File: src/hw/rtl/cbvt_pkg.sv
package cbvt_pkg;

    // configuration register indexes
    localparam int unsigned CFG_IDX_W = 2;
    localparam logic [CFG_IDX_W-1:0] REG_DELAY_MINUTES = 2'd0;
    localparam logic [CFG_IDX_W-1:0] REG_OPEN_SECONDS  = 2'd1;
    localparam logic [CFG_IDX_W-1:0] REG_UNIT_STYLE    = 2'd2;
    localparam int unsigned CFG_DATA_W = 8;

    // run modes
    localparam logic [1:0] MODE_RUNNING = 2'd2;
    localparam logic [1:0] MODE_MANUAL  = 2'd3;

    // unit styles without continuous blowdown
    localparam logic [1:0] STYLE_NO_CBD_A = 2'd1;
    localparam logic [1:0] STYLE_NO_CBD_B = 2'd3;

    localparam int unsigned WORK_W  = 16;
    localparam int unsigned TENTH_W = 12;
    localparam int unsigned THR_W   = 14;   // 255*60 fits
    localparam logic [WORK_W-1:0] WORK_MAX = '1;
    localparam logic [THR_W-1:0]   SECONDS_PER_MINUTE = 14'd60;
    localparam logic [TENTH_W-1:0] TENTHS_PER_SECOND  = 12'd10;

    typedef struct packed {
        logic [1:0] run_mode;
        logic       flame_on;
        logic       second_pulse;
        logic       tenth_pulse;
        logic       pump_running;
    } cbvt_item_t;

    typedef struct packed {
        logic valve_open;
        logic burst_active;
    } cbvt_result_t;

    typedef struct packed {
        logic [7:0] delay_minutes;
        logic [7:0] open_seconds;
        logic [1:0] unit_style;
    } cbvt_cfg_t;

endpackage

File: src/hw/rtl/cbvt_if.sv
interface cbvt_item_if;
    logic       valid;
    logic       ready;
    logic [1:0] run_mode;
    logic       flame_on;
    logic       second_pulse;
    logic       tenth_pulse;
    logic       pump_running;

    modport source (output valid, output run_mode, output flame_on, output second_pulse,
                    output tenth_pulse, output pump_running, input ready);
    modport sink   (input valid, input run_mode, input flame_on, input second_pulse,
                    input tenth_pulse, input pump_running, output ready);
endinterface

interface cbvt_result_if;
    logic valid;
    logic ready;
    logic valve_open;
    logic burst_active;

    modport source (output valid, output valve_open, output burst_active, input ready);
    modport sink   (input valid, input valve_open, input burst_active, output ready);
endinterface

interface cbvt_cfg_if;
    logic       valid;
    logic       ready;
    logic [1:0] index;
    logic [7:0] data;

    modport source (output valid, output index, output data, input ready);
    modport sink   (input valid, input index, input data, output ready);
endinterface

File: src/hw/rtl/cbvt_cfg_regs.sv
module cbvt_cfg_regs (
    input  logic                     clk,
    input  logic                     rst_n,
    input  logic                     wr_en,
    input  logic [1:0]               wr_index,
    input  logic [7:0]               wr_data,
    output cbvt_pkg::cbvt_cfg_t      cfg
);
    import cbvt_pkg::*;

    cbvt_cfg_t cfg_reg;
    cbvt_cfg_t cfg_next;

    always_comb
    begin
        cfg_next = cfg_reg;
        if (wr_en)
        begin
            unique case (wr_index)
                REG_DELAY_MINUTES: cfg_next.delay_minutes = wr_data;
                REG_OPEN_SECONDS:  cfg_next.open_seconds  = wr_data;
                REG_UNIT_STYLE:    cfg_next.unit_style    = wr_data[1:0];
                default:           cfg_next = cfg_reg;   // unused index, dropped
            endcase
        end
    end

    always_ff @(posedge clk or negedge rst_n)
    begin
        if (!rst_n)
            cfg_reg <= '0;
        else
            cfg_reg <= cfg_next;
    end

    assign cfg = cfg_reg;

endmodule

File: src/hw/rtl/cbvt_core.sv
module cbvt_core (
    input  logic                   clk,
    input  logic                   rst_n,
    input  logic                   step,
    input  cbvt_pkg::cbvt_item_t   item,
    input  cbvt_pkg::cbvt_cfg_t    cfg,
    output cbvt_pkg::cbvt_result_t result
);
    import cbvt_pkg::*;

    logic [WORK_W-1:0]  work_seconds_reg,   work_seconds_next;
    logic [TENTH_W-1:0] open_tenths_reg,    open_tenths_next;
    logic               burst_flag_reg,     burst_flag_next;
    logic               valve_state_reg,    valve_state_next;
    logic               second_pending_reg, second_pending_next;
    logic               tenth_pending_reg,  tenth_pending_next;

    logic               frozen;
    logic [THR_W-1:0]   threshold;
    logic [TENTH_W-1:0] open_limit;
    logic [WORK_W-1:0]  work_cnt;

    assign frozen = (cfg.unit_style == STYLE_NO_CBD_A) ||
                    (cfg.unit_style == STYLE_NO_CBD_B) ||
                    (item.run_mode == MODE_MANUAL);
    assign threshold  = THR_W'(cfg.delay_minutes) * SECONDS_PER_MINUTE;
    assign open_limit = TENTH_W'(cfg.open_seconds) * TENTHS_PER_SECOND;

    always_comb
    begin
        second_pending_next = second_pending_reg | item.second_pulse;
        tenth_pending_next  = tenth_pending_reg  | item.tenth_pulse;
        work_seconds_next   = work_seconds_reg;
        open_tenths_next    = open_tenths_reg;
        burst_flag_next     = burst_flag_reg;
        valve_state_next    = valve_state_reg;
        work_cnt            = work_seconds_reg;

        if (!frozen)
        begin
            if ((item.run_mode == MODE_RUNNING) && item.flame_on && second_pending_next)
            begin
                if (work_cnt != WORK_MAX)
                    work_cnt = work_cnt + 1'b1;
                second_pending_next = 1'b0;
            end
            work_seconds_next = work_cnt;

            if (work_cnt >= WORK_W'(threshold))
            begin
                work_seconds_next = '0;
                open_tenths_next  = '0;
                burst_flag_next   = 1'b1;
            end

            if (burst_flag_next)
            begin
                if (open_tenths_next < open_limit)
                begin
                    valve_state_next = item.pump_running;
                    if (item.pump_running && tenth_pending_next)
                    begin
                        tenth_pending_next = 1'b0;
                        open_tenths_next   = open_tenths_next + 1'b1;
                    end
                end
                else
                begin
                    burst_flag_next = 1'b0;
                end
            end
            else
            begin
                open_tenths_next = '0;
                valve_state_next = 1'b0;
            end
        end
    end

    always_ff @(posedge clk or negedge rst_n)
    begin
        if (!rst_n)
        begin
            work_seconds_reg   <= '0;
            open_tenths_reg    <= '0;
            burst_flag_reg     <= 1'b0;
            valve_state_reg    <= 1'b0;
            second_pending_reg <= 1'b0;
            tenth_pending_reg  <= 1'b0;
        end
        else if (step)
        begin
            work_seconds_reg   <= work_seconds_next;
            open_tenths_reg    <= open_tenths_next;
            burst_flag_reg     <= burst_flag_next;
            valve_state_reg    <= valve_state_next;
            second_pending_reg <= second_pending_next;
            tenth_pending_reg  <= tenth_pending_next;
        end
    end

    assign result.valve_open   = valve_state_next;
    assign result.burst_active = burst_flag_next;

endmodule

File: src/hw/rtl/continuous_blowdown_valve_timer.sv
// Continuous blowdown valve timer.
//
// Channels: item (sink) takes one control pass per beat: run mode, flame,
// pump and the 1 s / 100 ms tick pulses. result (source) gives one beat per
// item: the valve command and the burst flag after that pass. cfg (sink)
// writes delay_minutes (index 0), open_seconds (1), unit_style (2); other
// indexes are ignored. cfg.ready is always high; write only while idle.
//
// Path: an item beat is captured by the input register, then the update
// logic writes the result register. One item per cycle while result.ready
// is high; the state update is a single pass through cbvt_core.
//
// Reset: all counters, flags, pending ticks and configuration registers go to
// zero, valve closed, both pipeline registers empty.
//
// Stall: when result.ready is low the result register holds, the input
// register holds its item, and item.ready drops once both are full. No beat
// is lost; state only advances when an item moves into the result register.
module continuous_blowdown_valve_timer (
    input logic         clk,
    input logic         rst_n,
    cbvt_item_if.sink   item,
    cbvt_result_if.source result,
    cbvt_cfg_if.sink    cfg
);
    import cbvt_pkg::*;

    cbvt_cfg_t    cfg_val;
    cbvt_item_t   stage_reg;
    logic         stage_valid_reg;
    cbvt_result_t res_reg;
    cbvt_result_t res_next;
    logic         res_valid_reg;
    logic         advance;
    logic         in_beat;

    assign cfg.ready = 1'b1;

    cbvt_cfg_regs u_cfg (
        .clk      (clk),
        .rst_n    (rst_n),
        .wr_en    (cfg.valid),
        .wr_index (cfg.index),
        .wr_data  (cfg.data),
        .cfg      (cfg_val)
    );

    // stage moves on when the result slot is free or being drained
    assign advance    = stage_valid_reg && (!res_valid_reg || result.ready);
    assign item.ready = !stage_valid_reg || advance;
    assign in_beat    = item.valid && item.ready;

    cbvt_core u_core (
        .clk    (clk),
        .rst_n  (rst_n),
        .step   (advance),
        .item   (stage_reg),
        .cfg    (cfg_val),
        .result (res_next)
    );

    always_ff @(posedge clk or negedge rst_n)
    begin
        if (!rst_n)
        begin
            stage_valid_reg <= 1'b0;
            res_valid_reg   <= 1'b0;
        end
        else
        begin
            if (in_beat)
                stage_valid_reg <= 1'b1;
            else if (advance)
                stage_valid_reg <= 1'b0;

            if (advance)
                res_valid_reg <= 1'b1;
            else if (result.ready)
                res_valid_reg <= 1'b0;
        end
    end

    // payload registers
    always_ff @(posedge clk)
    begin
        if (in_beat)
        begin
            stage_reg.run_mode     <= item.run_mode;
            stage_reg.flame_on     <= item.flame_on;
            stage_reg.second_pulse <= item.second_pulse;
            stage_reg.tenth_pulse  <= item.tenth_pulse;
            stage_reg.pump_running <= item.pump_running;
        end
        if (advance)
            res_reg <= res_next;
    end

    assign result.valid        = res_valid_reg;
    assign result.valve_open   = res_reg.valve_open;
    assign result.burst_active = res_reg.burst_active;

endmodule

File: src/flat_wrapper.sv
// flat-port wrapper written by rule: the top's interface ports become plain ports
module continuous_blowdown_valve_timer_flat import cbvt_pkg::*;
  (clk, rst_n, item_valid, item_run_mode, item_flame_on, item_second_pulse, item_tenth_pulse, item_pump_running, item_ready, result_valid, result_valve_open, result_burst_active, result_ready, cfg_valid, cfg_index, cfg_data, cfg_ready);
  cbvt_item_if item_i ();
  cbvt_result_if result_i ();
  cbvt_cfg_if cfg_i ();
  input logic clk;
  input logic rst_n;
  input wire logic [$bits(item_i.valid)-1:0] item_valid;
  input wire logic [$bits(item_i.run_mode)-1:0] item_run_mode;
  input wire logic [$bits(item_i.flame_on)-1:0] item_flame_on;
  input wire logic [$bits(item_i.second_pulse)-1:0] item_second_pulse;
  input wire logic [$bits(item_i.tenth_pulse)-1:0] item_tenth_pulse;
  input wire logic [$bits(item_i.pump_running)-1:0] item_pump_running;
  output wire logic [$bits(item_i.ready)-1:0] item_ready;
  output wire logic [$bits(result_i.valid)-1:0] result_valid;
  output wire logic [$bits(result_i.valve_open)-1:0] result_valve_open;
  output wire logic [$bits(result_i.burst_active)-1:0] result_burst_active;
  input wire logic [$bits(result_i.ready)-1:0] result_ready;
  input wire logic [$bits(cfg_i.valid)-1:0] cfg_valid;
  input wire logic [$bits(cfg_i.index)-1:0] cfg_index;
  input wire logic [$bits(cfg_i.data)-1:0] cfg_data;
  output wire logic [$bits(cfg_i.ready)-1:0] cfg_ready;
  assign item_i.valid = item_valid;
  assign item_i.run_mode = item_run_mode;
  assign item_i.flame_on = item_flame_on;
  assign item_i.second_pulse = item_second_pulse;
  assign item_i.tenth_pulse = item_tenth_pulse;
  assign item_i.pump_running = item_pump_running;
  assign item_ready = item_i.ready;
  assign result_valid = result_i.valid;
  assign result_valve_open = result_i.valve_open;
  assign result_burst_active = result_i.burst_active;
  assign result_i.ready = result_ready;
  assign cfg_i.valid = cfg_valid;
  assign cfg_i.index = cfg_index;
  assign cfg_i.data = cfg_data;
  assign cfg_ready = cfg_i.ready;
  continuous_blowdown_valve_timer u_core (.clk(clk), .rst_n(rst_n), .item(item_i), .result(result_i), .cfg(cfg_i));
endmodule
File: config.mk
export PLATFORM = sky130hd
export DESIGN_NAME = continuous_blowdown_valve_timer_flat
export DESIGN_NICKNAME = d
export VERILOG_FILES = /design/src/hw/rtl/cbvt_pkg.sv /design/src/hw/rtl/cbvt_if.sv /design/src/hw/rtl/cbvt_cfg_regs.sv /design/src/hw/rtl/cbvt_core.sv /design/src/hw/rtl/continuous_blowdown_valve_timer.sv /design/src/flat_wrapper.sv
export SDC_FILE = /design/constraint.sdc
export NUM_CORES = 1
export LEC_CHECK = 0
export BUFFER_PORTS_ARGS = -buffer_cell sky130_fd_sc_hd__buf_2
export CORE_ASPECT_RATIO = 0.75
export CORE_MARGIN = 2
export CORE_UTILIZATION = 25
export DETAILED_ROUTE_END_ITERATION = 6
export PLACE_DENSITY = 0.36
export REMOVE_ABC_BUFFERS = 1
export SLEW_MARGIN = 40
export SYNTH_ARGS = -nofsm -noshare
export SYNTH_HDL_FRONTEND = slang
export SYNTH_SLANG_ARGS = --single-unit
File: constraint.sdc
create_clock -name clk -period 7.4 [get_ports clk]
set_input_delay 0.74 -clock clk [delete_from_list [all_inputs] [get_ports clk]]
set_output_delay 0.74 -clock clk [all_outputs]
set_load 0.03 [all_outputs]
==> flow_metrics.env <==
export IMPL_synth_simple_area_share=0.183
export IMPL_synthMuxAreaShare=0.0244
export IMPL_end_kind="flip-flop"
export IMPL_synth_xor_area_frac=0.0417
export IMPL_port_buffer_count=24
export IMPL_fin_setup_tns_ns=0
export IMPL_routedWlPerCell_um=15.0
export IMPL_drtIter0Drc=186
export IMPL_synth_area_um2=4620
export IMPL_synth_edf_count=8
export IMPL_hold_viol=0
export IMPL_fin_crit_sh=0.912
export IMPL_areaGrowthSynthToFinish_pct=15.3
export IMPL_cp_arrival_ns=6.96
export IMPL_synth_area_per_cell_um2=9.31
export IMPL_overflow=0
export IMPL_crit_slowest_cell="fa_1"
export IMPL_die_h_um=122
export IMPL_synth_compound_area_frac=0.170
export IMPL_numCtsBuffers=9
export IMPL_clk_pin_slew_ns=0.05
export IMPL_synth_ff_latch_count=59
export IMPL_path_buf_inv=2
export IMPL_cp_start_kind="flip-flop"
export IMPL_yosysTopAreaCellShare=0.276
export IMPL_cts_setup_buffers=0
export IMPL_drive_above_1_share=0.125
export IMPL_slew_headroom=0.475
export IMPL_final_net_count=610
export IMPL_dp_cells=760
export IMPL_maxCapViolCount=0
export IMPL_yosys_area_share_adder=0.199
export IMPL_clk_path_buf_depth=2
export IMPL_num_vias=3608
export IMPL_synth_warnings=0
export IMPL_antenna_found_initial=0
export IMPL_fin_skew_ns=0.00537
export IMPL_num_rows=43
export IMPL_drc=0
export IMPL_stdcell_count=776
export IMPL_p_leak_nw=2.46
export IMPL_grt_max_degree=52
export IMPL_crit_type="reg -> reg"
export IMPL_dp_hpwl_um=8970
export IMPL_cp_required_ns=7.62
export IMPL_final_min_clock_period_ns=6.75
export IMPL_cts_htree_levels=3
export IMPL_worstMarginPinSlew_ns=0.786
export IMPL_synthCells=496
export IMPL_path_delay_family="compound AO/OA/AOI/OAI gates"
export IMPL_synth_largest_area_cell="dfrtp_1"
export IMPL_hold_path_class="in -> async"
export IMPL_ios=26
export IMPL_grt_first_pass_wirelength_um=19500
export IMPL_max_freq_mhz=148
export IMPL_grt_pass1_vias=3628
export IMPL_diodes=0
export IMPL_synth_top_family_by_area="adder cells"
export IMPL_async_flop_share=0.864
export IMPL_ant_nets=0
export IMPL_die_x_um=161
export IMPL_grtUsageTotal=0.130
export IMPL_wl_um=11700
export IMPL_drt_first_pass_iters=4
export IMPL_via_per_inst=4.65
export IMPL_yosysUniqueCellTypes=62
export IMPL_largest_reg_flops=17
export IMPL_max_stage_delay_ns=0.51
export IMPL_ir_worst_vdd_uv=85.1
export IMPL_cts_tree="done"
export IMPL_place_congestion=0.810
export IMPL_setup_viol=0
export IMPL_synth_area_leaders="dfrtp_1, ha_1, fa_1"
export IMPL_synth_top_flop_cell="dfrtp_1"
export IMPL_ys_seq_area_frac=0.328
export IMPL_cts_sinks=59
export IMPL_power_density_nw_per_um2=293
export IMPL_dieArea_um2=19600
export IMPL_crit_fanout=9
export IMPL_root_buffer="clkbuf_16"
export IMPL_rsz0062_at_grt="false"
export IMPL_outcome="completed"
export IMPL_slew_viol_final=0
export IMPL_clk_latency_ns=0.34
export IMPL_start_util=0.253
export IMPL_design_core_area_um2=18300
## synthesized netlist by cell type, types with 3 or more instances
library cell,number
xor2_1,13
nand3_1,19
nor3b_1,3
o21ai_1,6
xnor2_1,9
nand4_1,8
nand2b_1,6
ha_1,51
nand3b_1,3
o21ai_0,32
a21oi_1,24
nor2b_1,3
mux2_2,10
nand2_1,50
a2bb2oi_1,3
nor2_1,22
o21a_1,4
and2_1,14
and3_1,8
a32o_1,3
dfrtp_1,51
fa_1,14
o211ai_1,6
a21o_1,13
nor3_1,3
nor4_1,3
edfxtp_1,8
o31ai_1,9
inv_1,46
a31oi_1,4
clkbuf_1,8
## power by group
group	switching (W)	internal, W	leakage (nW)
logic	0.000409	0.000319	1.58
registers	0.0000513	0.000371	0.737
clock network	0.000154	0.000257	0.140
total	0.000615	0.000947	2.46
## routing by layer
metal / global-route usage / routed length (µm) / share of wire
met1: 0.184 / 6070 / 0.52
met2: 0.195 / 5130 / 0.44
met3: 0.0313 / 326 / 0.028
met4: 0.0385 / 153 / 0.013
met5: 0 / 0 / 0
## worst reg2reg max path: cells and delay by family, from the launching register on
family,cells,cell delay [ns]
fa+ha+maj,5,1.80
flops,1,0.39
buf+inv,2,0.22
simple gates,7,1.74
xor+xnor,1,0.19
compound gates,13,2.27
## worst paths after layout
| kind | startpoint | end | slack [ns] | cells past startpoint |
|---|---|---|---|---|
| hold reg to reg | u_core.stage_valid_reg$_DFFE_PN0P_ | u_core.result.valid$_DFFE_PN0P_ | 0.49 | 1 |
| setup reg to reg | u_core.u_cfg.cfg[13]$_DFFE_PN0P_ | u_core.u_core.open_tenths_reg[11]$_DFFE_PN0P_ | 0.65 | 28 |
| max in group asynchronous | rst_n | u_core.u_cfg.cfg[9]$_DFFE_PN0P_ | 6.56 | 2 |
| hold / removal | rst_n | u_core.u_core.work_seconds_reg[14]$_DFFE_PN0P_ | 0.46 | 2 |
| min in group clk | u_core.stage_valid_reg$_DFFE_PN0P_ | u_core.result.valid$_DFFE_PN0P_ | 0.49 | 1 |
| setup / recovery | u_core.u_cfg.cfg[13]$_DFFE_PN0P_ | u_core.u_core.open_tenths_reg[11]$_DFFE_PN0P_ | 0.65 | 28 |
## layout by cell type (no fill, tap or decap), types with 14 or more instances in the layout
cell	netlist	layout
nor2_1	22	21
dfrtp_1	51	51
buf_2	2	24
nand2_1	50	50
inv_1	46	46
nand3_1	19	19
fa_1	14	14
a21oi_1	24	24
ha_1	51	51
o21ai_0	32	31
and2_1	14	14
## logic make-up after synthesis
| family | count (synthesis) |
|---|---|
| simple gates | 158 |
| compound gates | 121 |
| fa+ha+maj | 65 |
| buf+inv | 60 |
| flops | 59 |
| xor+xnor | 22 |
| mux | 10 |
| other cells | 1 |
## stage by stage
stage                     utilization  area (µm²)  hold slack (ns)  power (W)  worst slack [ns]
after detailed placement        0.275        5030            0.493    0.00116             0.366
after global placement          0.275        5030            0.472    0.00116             0.503
final                           0.291        5330            0.458    0.00156             0.650
after global routing            0.291        5330            0.502    0.00172             0.102
after floorplan                     -        4550            0.444   0.000975              1.18
after CTS                       0.291        5320            0.500    0.00159             0.329
## final cells by class
| cell class | instances | area (µm²) |
|---|---|---|
| Fill cell | 1975 | 13000 |
| Multi-Input combinational cell | 377 | 2870 |
| Sequential cell | 59 | 1520 |
| Tap cell | 247 | 309 |
| Clock buffer | 10 | 229 |
| Timing Repair Buffer | 31 | 176 |
| Inverter | 46 | 173 |
| Clock inverter | 6 | 56.3 |
## what timing repair did
item / in CTS / in global routing
hold buffers: 0 / 0
endpoints found under the setup margin: 0 / 5
gates resized for setup: 0 / 3
Power figures use the tool's default switching activity.
